**src/rtl/assert_macros.svh**
```systemverilog
// Assertion macros shared by the hue pipeline.
`ifndef ASSERT_MACROS_SVH
`define ASSERT_MACROS_SVH
`ifndef SYNTHESIS
`define RTH_ASSERT(lbl, clk, rst, prop) \
   lbl: assert property (@(posedge clk) disable iff (rst) prop) \
      else $error("assertion failed");
`define RTH_ASSERT_IMPL(lbl, clk, rst, ante, cons) \
   lbl: assert property (@(posedge clk) disable iff (rst) (ante) |-> (cons)) \
      else $error("implication failed");
`else
`define RTH_ASSERT(lbl, clk, rst, prop)
`define RTH_ASSERT_IMPL(lbl, clk, rst, ante, cons)
`endif
`endif

```
**src/rtl/rth_pkg.sv**
```systemverilog
// Types and constants of the hue pipeline.
package rth_pkg;

   localparam int CHANNEL_BITS = 16;
   localparam int HUE_BITS     = 9;
   localparam int NUM_BITS     = CHANNEL_BITS + HUE_BITS;
   localparam int DIV_STAGES   = 3;
   localparam int DIV_STEPS    = HUE_BITS / DIV_STAGES;

   localparam logic [1:0] SECTOR_RED   = 2'd0;
   localparam logic [1:0] SECTOR_GREEN = 2'd1;
   localparam logic [1:0] SECTOR_BLUE  = 2'd2;

   typedef struct packed {
      logic [NUM_BITS-1:0] rem;
      logic [NUM_BITS-1:0] dsh;
      logic [HUE_BITS-1:0] quo;
      logic                grey;
   } div_word_type;

endpackage

```
**src/rtl/rgb_to_hue_top.sv**
```systemverilog
// Top level of the hue pipeline: front end and divider stages.
//
//  channel  direction  handshake            payload
//  req      in         req_valid/req_ready  req_red, req_green, req_blue
//  rsp      out        rsp_valid/rsp_ready  rsp_hue_degrees
//
// One word per cycle while rsp_ready holds; three front-end stages, then three
// divider stages of three quotient bits each, the last one being the output register.
// Reset clears only the stage valid bits.
// Each stage holds its word while the next is full and stalled; bubbles close up.
`include "assert_macros.svh"
module rgb_to_hue_top (
   input  logic                             clock,
   input  logic                             reset,
   input  logic                             req_valid,
   output logic                             req_ready,
   input  logic [rth_pkg::CHANNEL_BITS-1:0] req_red,
   input  logic [rth_pkg::CHANNEL_BITS-1:0] req_green,
   input  logic [rth_pkg::CHANNEL_BITS-1:0] req_blue,
   output logic                             rsp_valid,
   input  logic                             rsp_ready,
   output logic [rth_pkg::HUE_BITS-1:0]     rsp_hue_degrees
);
   import rth_pkg::*;

   logic         stg_valid [DIV_STAGES+1];
   logic         stg_ready [DIV_STAGES+1];
   div_word_type stg_word  [DIV_STAGES+1];
   logic         grey_head;

   rth_front u_front (
      .clock     (clock),
      .reset     (reset),
      .in_valid  (req_valid),
      .in_ready  (req_ready),
      .in_red    (req_red),
      .in_green  (req_green),
      .in_blue   (req_blue),
      .out_valid (stg_valid[0]),
      .out_ready (stg_ready[0]),
      .out_word  (stg_word[0])
   );

   for (genvar k = 0; k < DIV_STAGES; k++) begin : g_div
      rth_div_stage u_div (
         .clock     (clock),
         .reset     (reset),
         .in_valid  (stg_valid[k]),
         .in_ready  (stg_ready[k]),
         .in_word   (stg_word[k]),
         .out_valid (stg_valid[k+1]),
         .out_ready (stg_ready[k+1]),
         .out_word  (stg_word[k+1])
      );
   end

   assign stg_ready[DIV_STAGES] = rsp_ready;
   assign rsp_valid             = stg_valid[DIV_STAGES];
   // grey words divide by zero; force the hue to zero
   assign rsp_hue_degrees = stg_word[DIV_STAGES].grey ? '0 : stg_word[DIV_STAGES].quo;

   assign grey_head = stg_valid[0] && stg_word[0].grey;

   `RTH_ASSERT_IMPL(a_hue_range, clock, reset, rsp_valid, rsp_hue_degrees <= HUE_BITS'(359))
   `RTH_ASSERT_IMPL(a_stall_origin, clock, reset, !req_ready, rsp_valid && !rsp_ready)
   `RTH_ASSERT_IMPL(a_grey_word, clock, reset, grey_head, {stg_word[0].rem, stg_word[0].dsh} == '0)

endmodule

```
**src/rtl/rth_front.sv**
```systemverilog
// Front end: sector pick, delta and numerator over three register stages.
module rth_front (
   input  logic                             clock,
   input  logic                             reset,
   input  logic                             in_valid,
   output logic                             in_ready,
   input  logic [rth_pkg::CHANNEL_BITS-1:0] in_red,
   input  logic [rth_pkg::CHANNEL_BITS-1:0] in_green,
   input  logic [rth_pkg::CHANNEL_BITS-1:0] in_blue,
   output logic                             out_valid,
   input  logic                             out_ready,
   output rth_pkg::div_word_type            out_word
);
   import rth_pkg::*;

   logic                    v1_ff, v1_in, v2_ff, v2_in, v3_ff, v3_in;
   logic                    rdy1, rdy2, rdy3;
   logic [CHANNEL_BITS-1:0] delta1_ff, delta1_in, mag1_ff, mag1_in;
   logic                    neg1_ff, neg1_in;
   logic [1:0]              sec1_ff, sec1_in;
   logic [NUM_BITS-1:0]     ta2_ff, ta2_in, tb2_ff, tb2_in;
   logic                    neg2_ff, grey2_ff, grey2_in;
   logic [CHANNEL_BITS-1:0] delta2_ff;
   div_word_type            word3_ff, word3_in;

   assign rdy3     = !v3_ff || out_ready;
   assign rdy2     = !v2_ff || rdy3;
   assign rdy1     = !v1_ff || rdy2;
   assign in_ready = rdy1;
   assign v1_in    = rdy1 ? in_valid : v1_ff;
   assign v2_in    = rdy2 ? v1_ff : v2_ff;
   assign v3_in    = rdy3 ? v2_ff : v3_ff;

   // stage 1: sector, delta, signed channel difference
   always_comb begin
      logic [CHANNEL_BITS-1:0] hi, lo, x, y;
      if (in_red >= in_green && in_red >= in_blue) begin
         sec1_in = SECTOR_RED;
         hi = in_red;
         x  = in_green;
         y  = in_blue;
      end else if (in_green >= in_blue) begin
         sec1_in = SECTOR_GREEN;
         hi = in_green;
         x  = in_blue;
         y  = in_red;
      end else begin
         sec1_in = SECTOR_BLUE;
         hi = in_blue;
         x  = in_red;
         y  = in_green;
      end
      lo        = (x < y) ? x : y;
      delta1_in = hi - lo;
      neg1_in   = x < y;
      mag1_in   = neg1_in ? (y - x) : (x - y);
   end

   // stage 2: sector offset times delta, sixty times difference
   always_comb begin
      logic [NUM_BITS-1:0] d, m;
      d = NUM_BITS'(delta1_ff);
      m = NUM_BITS'(mag1_ff);
      case (sec1_ff)
         SECTOR_RED:   ta2_in = neg1_ff ? ((d << 8) + (d << 6) + (d << 5) + (d << 3))
                                        : '0;
         SECTOR_GREEN: ta2_in = (d << 6) + (d << 5) + (d << 4) + (d << 3);
         SECTOR_BLUE:  ta2_in = (d << 7) + (d << 6) + (d << 5) + (d << 4);
         default:      ta2_in = '0;
      endcase
      tb2_in   = (m << 6) - (m << 2);
      grey2_in = delta1_ff == '0;
   end

   // stage 3: numerator and aligned divisor
   always_comb begin
      word3_in.rem  = neg2_ff ? (ta2_ff - tb2_ff) : (ta2_ff + tb2_ff);
      word3_in.dsh  = NUM_BITS'(delta2_ff) << (HUE_BITS - 1);
      word3_in.quo  = '0;
      word3_in.grey = grey2_ff;
   end

   always_ff @(posedge clock) begin
      if (reset) begin
         v1_ff <= 1'b0;
         v2_ff <= 1'b0;
         v3_ff <= 1'b0;
      end else begin
         v1_ff <= v1_in;
         v2_ff <= v2_in;
         v3_ff <= v3_in;
      end
      if (rdy1) begin
         delta1_ff <= delta1_in;
         mag1_ff   <= mag1_in;
         neg1_ff   <= neg1_in;
         sec1_ff   <= sec1_in;
      end
      if (rdy2) begin
         ta2_ff    <= ta2_in;
         tb2_ff    <= tb2_in;
         neg2_ff   <= neg1_ff;
         grey2_ff  <= grey2_in;
         delta2_ff <= delta1_ff;
      end
      if (rdy3) begin
         word3_ff <= word3_in;
      end
   end

   assign out_valid = v3_ff;
   assign out_word  = word3_ff;

endmodule

```
**src/rtl/rth_div_stage.sv**
```systemverilog
// One stage of the restoring divider: a few quotient bits per stage.
module rth_div_stage (
   input  logic                  clock,
   input  logic                  reset,
   input  logic                  in_valid,
   output logic                  in_ready,
   input  rth_pkg::div_word_type in_word,
   output logic                  out_valid,
   input  logic                  out_ready,
   output rth_pkg::div_word_type out_word
);
   import rth_pkg::*;

   logic         valid_ff, valid_in;
   div_word_type word_ff, word_in;

   assign in_ready = !valid_ff || out_ready;
   assign valid_in = in_ready ? in_valid : valid_ff;

   always_comb begin
      word_in = in_word;
      for (int i = 0; i < DIV_STEPS; i++) begin
         if (word_in.rem >= word_in.dsh) begin
            word_in.rem = word_in.rem - word_in.dsh;
            word_in.quo = {word_in.quo[HUE_BITS-2:0], 1'b1};
         end else begin
            word_in.quo = {word_in.quo[HUE_BITS-2:0], 1'b0};
         end
         word_in.dsh = word_in.dsh >> 1;
      end
   end

   always_ff @(posedge clock) begin
      if (reset) begin
         valid_ff <= 1'b0;
      end else begin
         valid_ff <= valid_in;
      end
      if (in_ready) begin
         word_ff <= word_in;
      end
   end

   assign out_valid = valid_ff;
   assign out_word  = word_ff;

endmodule

```
**config.mk**
```make
export PLATFORM = sky130hd
export DESIGN_NAME = rgb_to_hue_top
export DESIGN_NICKNAME = d
export VERILOG_FILES = /design/src/rtl/rth_pkg.sv /design/src/rtl/rgb_to_hue_top.sv /design/src/rtl/rth_front.sv /design/src/rtl/rth_div_stage.sv
export VERILOG_INCLUDE_DIRS = /design/src /design/src/rtl
export SDC_FILE = /design/constraint.sdc
export NUM_CORES = 1
export LEC_CHECK = 0
export ABC_AREA = 1
export BUFFER_PORTS_ARGS = -buffer_cell sky130_fd_sc_hd__buf_4
export CORE_MARGIN = 2
export CORE_UTILIZATION = 60
export CTS_CLUSTER_SIZE = 16
export DETAILED_ROUTE_END_ITERATION = 8
export GPL_TIMING_DRIVEN = 0
export PLACE_DENSITY = 0.82
export SYNTH_ARGS = -nofsm -noshare
export SYNTH_HDL_FRONTEND = slang
export SYNTH_SLANG_ARGS = --single-unit
```
**constraint.sdc**
```tcl
create_clock -name clock -period 13.2 [get_ports clock]
set_input_delay 2.64 -clock clock [delete_from_list [all_inputs] [get_ports clock]]
set_output_delay 2.64 -clock clock [all_outputs]
set_load 0.01 [all_outputs]
```
Yosys cells after proc, flatten, opt, wreduce, memory -nomap -nowiden --
Index checks and enable logic that the tools add are counted.
Storage, ports and cells: bits in registers 254, bits in latches 0, RAM bits 0, bits in read-only memories 0, input port bits 52, output and inout port bits 11, word-level logic and storage cells 111, memories kept 0
Cells by class: $add $sub $neg 23, $mul 0, divide/modulo/power cells 0, order comparisons 13, equality and inequality tests 2, shifts and indexed selects 0, multiplexer cells 30, bitwise gates (word level) 0, reductions and logical operators 15
Operators with widths (count):
- 2-to-1 mux 25 bit | 10
- 2-to-1 mux 16 bit | 8
- one-hot mux 25 bit (3 select lines) | 1
- adder 25 x 19 -> 25 bit | 2
- adder 25 x 20 -> 25 bit | 2
- adder 25 x 21 -> 25 bit | 2
- greater-or-equal comparator 16 bit | 3
- subtractor 16 bit | 3
- adder 24 x 22 -> 25 bit | 1
- adder 25 bit | 1
- greater-or-equal comparator 25 x 16 -> 1 bit | 1
- greater-or-equal comparator 25 x 17 -> 1 bit | 1
- greater-or-equal comparator 25 x 18 -> 1 bit | 1
- greater-or-equal comparator 25 x 19 -> 1 bit | 1
- greater-or-equal comparator 25 x 20 -> 1 bit | 1
- greater-or-equal comparator 25 x 21 -> 1 bit | 1
- greater-or-equal comparator 25 x 22 -> 1 bit | 1
- greater-or-equal comparator 25 x 23 -> 1 bit | 1
- greater-or-equal comparator 25 x 24 -> 1 bit | 1
- subtractor 25 x 17 -> 25 bit | 1
- subtractor 25 x 18 -> 25 bit | 1
- subtractor 25 x 19 -> 25 bit | 1
- subtractor 25 x 20 -> 25 bit | 1
- subtractor 25 x 21 -> 25 bit | 1
- 18 further kinds | 36

Longest topological paths before layout --
word-level depth 7, mapped depth 46, gate-level depth less buffers 43

By module --
A second synthesis with hierarchy kept.
Unflattened totals: cell total of the unflattened synthesis 4879, area total of the unflattened synthesis 35980.8 sq um
By module, submodules not included:
- rth_front | instances 1, cells each 1729, area an instance 14470.1 sq um, seq. area each 4144.0 sq um
- rth_div_stage (g_div[1].u_div ...) | instances 2, cells each 1006, area an instance 6941.7 sq um, seq. area each 1731.7 sq um
- rth_div_stage (g_div[0].u_div) | instances 1, cells each 1119, area an instance 7548.5 sq um, seq. area each 1731.7 sq um
- rgb_to_hue_top | instances 1, cells each 19, area an instance 78.8 sq um, seq. area each 0.0 sq um

Worst setup path after synthesis --
No wires, ideal clock.
path type input -> output, from in rsp_ready, to out req_ready, data arrival time 6923 ps, data required time 10560 ps, setup slack 3637 ps, stages on the path 10, path buffers 0, cell sequence nor2_1 -> inv_1 -> nor2_1 -> inv_1 -> nor2_1 -> inv_1 -> nor2_1 -> inv_1 -> nor2_1 -> nand2_1
Between the ends: word-level cells in the longest chain between the ends 6
RTL lines:
- start: declaration | line rgb_to_hue_top.sv:21 | input logic rsp_ready,
- logical OR 1 bit | line rth_div_stage.sv:17 | assign in_ready = !valid_ff || out_ready;
- named net g_div[1].u_div.out_ready | line rth_div_stage.sv:9 | input logic out_ready,
- logical OR 1 bit | line rth_div_stage.sv:17
- named net g_div[0].u_div.out_ready | line rth_div_stage.sv:9
- logical OR 1 bit | line rth_div_stage.sv:17
- named net g_div[0].u_div.in_ready | line rth_div_stage.sv:6 | output logic in_ready,
- logical OR 1 bit | line rth_front.sv:26 | assign rdy3 = !v3_ff || out_ready;
- named net u_front.rdy3 | line rth_front.sv:17 | logic rdy1, rdy2, rdy3;
- logical OR 1 bit | line rth_front.sv:27 | assign rdy2 = !v2_ff || rdy3;
- logical OR 1 bit | line rth_front.sv:28 | assign rdy1 = !v1_ff || rdy2;
- end: declaration | line rgb_to_hue_top.sv:16 | output logic req_ready,
The timed path passes the listed nets, and every way through them passes these cells.

Worst setup path after layout --
from in req_blue[15] (netlist name), to reg u_front.delta1_ff[13], data pin
Between the ends: word-level cells in the longest chain between the ends 6, elaborated cells on any way between the ends 12, classes of those cells add/sub (1); order compare (3); mux (7); reduce/logical (1)
RTL lines:
- start: declaration | line rgb_to_hue_top.sv:19 | input logic [rth_pkg::CHANNEL_BITS-1:0] req_blue,
- greater-or-equal comparator 16 bit (on tied branches) | line rth_front.sv:42, rth_front.sv:37
- 2-to-1 mux 16 bit or logical AND 1 bit (tied branches) | line rth_front.sv:42, rth_front.sv:37
- 2-to-1 mux 16 bit | line rth_front.sv:37 | if (in_red >= in_green && in_red >= in_blue) begin
- less-than comparator 16 bit | line rth_front.sv:53 | lo = (x < y) ? x : y;
- 2-to-1 mux 16 bit | line rth_front.sv:53
- subtractor 16 bit (*) | line rth_front.sv:54 | delta1_in = hi - lo;
- named net u_front.delta1_in[13] | line rth_front.sv:18 | logic [CHANNEL_BITS-1:0] delta1_ff, delta1_in, mag1_ff, mag1_in;
- end signal: assignment | line rth_front.sv:94 | delta1_ff <= delta1_in;
- end: declaration | line rth_front.sv:18
The timed path passes the listed nets; every way through them passes the cells marked *. A chain may end at the register's enable or synchronous reset.

==> impl_metrics.yaml <==
synth:
  yosys-mux-area-fraction_pct: 0.112
  synth_ff_type: "edfxtp_1"
  synth.most_common_cell: "nand2_1"
  yosysTopAreaCell: "edfxtp_1"
  yosys-top-cells-count: "nand2_1, inv_1, ha_1, a21oi_1, edfxtp_1"
  synth_warnings: 0
  synth.avg_cell_area_sq_um: 7.63
  synth_cell_type_count: 65
  yosysSeqAreaShare_pct: 26.7
  syn_nets: 3962
  synth_area_sq_um: 26800
  synthTopCellsByArea: "edfxtp_1, ha_1, nand2_1"
  async_reset_ff_share_pct: 0
  synth.top_cell.area_share_pct: 26.3
  synth-compound-area-share_pct: 16.1
  synthXorXnorAreaFrac_pct: 7.57
  yosys.area_share.adder_pct: 19.9
  synth_top_family_by_area: "simple AND/OR/NAND/NOR gates"
  synth-edff-count: 235
  syn_inst: 3517
  yosys.area_share.simple_pct: 21.3
  ys_ff_latch: 241
setup_path:
  cp.required_ns: 13.49
  worstPathMaxFanout: 10
  slowest_stage: "nand3_1"
  cpMostUsedCell: "o21ai_0"
  ff2ff_path_depth: 36
  worstSetupPathType: "in2reg"
  end_kind: "register"
  crit_path_start_kind: "input port"
  cp_slowest_stage_delay_ns: 0.50
  critical_path_arrival_ns: 10.68
  worst-r2r-setup-slack_ns: 5.02
placed_design:
  io_buffers: 62
  dp_hpwl_microns: 58400
  gp_congestion: 1.00
  place_ws_ns: 2.57
cts:
  cts.sinks: 241
  cts.htree.levels: 1
  tritoncts: "done"
  cts_resized: 0
  clk_pin_slew_ns: 0.06
  cts-root-buf: "clkbuf_16"
  hold_buffers: 0
  clock_latency_ns: 0.57
  cts_buffers: 28
  cts_setup_buffers: 0
  cts_buffer_depth: 3
worst_hold_path:
  worstHoldPathCells: 0
  hold_path_class: "reg2reg"
routing:
  drtIter0Drc: 1685
  drtAntennaViolNets: 0
  drt-pass1-iter-count: 5
  vias_per_cell: 5.72
  routedWlPerCell_microns: 16.9
  num_vias: 24200
  routed_wirelength_microns: 71600
  route.detailed.drc: 0
final_layout:
  areaGrowthSynthToFinish_pct: 8.35
  drive_gt1_share_pct: 6.71
  diodes: 0
  finalNetCount: 4059
floorplan:
  io_pins: 63
  die_x_microns: 215
  core_sq_um: 44200
  rows: 77
  die_area_sq_um: 46400
  die_h_microns: 215
  initial_core_util_pct: 60.7
timing:
  relSlewSlack_pct: 39.0
  layout_setup_ws_ns: 2.82
  post-route-period-util_pct: 78.7
  tightest_slew_ns: 0.903
  final_max_slew_viol_count: 0
  rsz0062_at_grt: "false"
  fmax_mhz: 96.3
  setup_viol_count_final: 0
  hold_viol_final: 0
  finClkSkew_ns: 0.0222
  setup_tns_ns: 0
  min_period_ns: 10.38
global_routing:
  grt_overflow: 0
  antenna_found_initial: 0
  grt_pass1_vias: 23200
  grt_max_degree: 49
  grt_pass1_wl_microns: 116000
  track_usage_pct: 30.7
status:
  status: "complete, no violations"
run:
  drv_cap: 0
## stage by stage
stage | utilization [%] | instance area [sq um] | hold WS, ns | std cells
after floorplan | - | 26800 | 0.400 | 3517
after CTS | 65.8 | 29100 | 0.402 | 4226
after global routing | 65.8 | 29100 | 0.421 | 4226
after global placement | 63.4 | 28000 | 0.401 | 4171
after detailed placement | 63.7 | 28200 | 0.405 | 4176
final | 65.8 | 29100 | 0.407 | 4226
## area by class of cell
cell class | instances | area, sq um
buffer | 48 | 268
clock buffer | 33 | 741
clock inverter | 17 | 185
fill | 3832 | 15100
inverter | 524 | 1970
multi-input combinational | 2704 | 17400
sequential | 241 | 7180
tap | 592 | 741
timing repair buffer | 67 | 573
## layout by cell type (no fill, tap or decap), types with 24 or more instances in the layout
cell type / instances
xor2_1: 122
xnor2_1: 110
edfxtp_1: 235
nand3_1: 139
nand2_2: 24
buf_4: 66
nor3_1: 40
o221ai_1: 37
fa_1: 55
inv_1: 507
nand2_1: 782
nand4_1: 54
clkbuf_1: 32
nor2_1: 211
o21ai_0: 232
clkbuf_16: 29
ha_1: 338
a21oi_1: 320
## critical path: cells and delay by family
kind / cells / cell delay (ns)
XOR/XNOR: 1 / 0.16
buffers and inverters: 10 / 1.90
adder cells (fa/ha/maj): 3 / 1.09
AND/OR/NAND/NOR: 8 / 1.41
AO/OA/AOI/OAI: 15 / 3.44
## worst paths after layout
check                                               startpoint                                     to
worst min register to register  u_front.delta2_ff[3]$_DFFE_PP_         u_front.out_word[21]$_DFFE_PP_
worst max register to register  u_front.out_word[32]$_DFFE_PP_  g_div[0].u_div.out_word[54]$_DFFE_PP_
worst min-delay path            u_front.delta2_ff[3]$_DFFE_PP_         u_front.out_word[21]$_DFFE_PP_
worst max-delay path                              req_blue[15]        u_front.delta1_ff[13]$_DFFE_PP_
## logic make-up after synthesis
kind of cell | after synthesis
xor gates and xnor gates | 232
buffers and inverters | 572
and+or+nand+nor | 1321
AOI/OAI and AO/OA | 755
muxes | 3
DFF | 241
adders and majority gates | 393
## state kept, by name, indices dropped and copies added, names as in the netlist, 2 cells and up
signal                 count
u_front.mag1_ff           16
u_front.out_word          40
u_front.sec1_ff            2
u_front.tb2_ff            21
g_div.u_div.out_valid      3
u_front.delta2_ff         16
g_div.u_div.out_word      99
u_front.delta1_ff         16
u_front.ta2_ff            22
## routing by layer
| metal | global-route usage (%) | wire length [microns] | vias to the layer above |
|---|---|---|---|
| li1 | - | - | 12100 |
| met2 | 55.5 | 35100 | 866 |
| met4 | 14.8 | 3810 | 0 |
| met5 | 0 | 0 | - |
| met3 | 3.02 | 3890 | 223 |
| met1 | 36.4 | 28800 | 11000 |
Power is not shown: default switching activity piles up to over one toggle a cycle in this logic, so the estimate is an artifact.
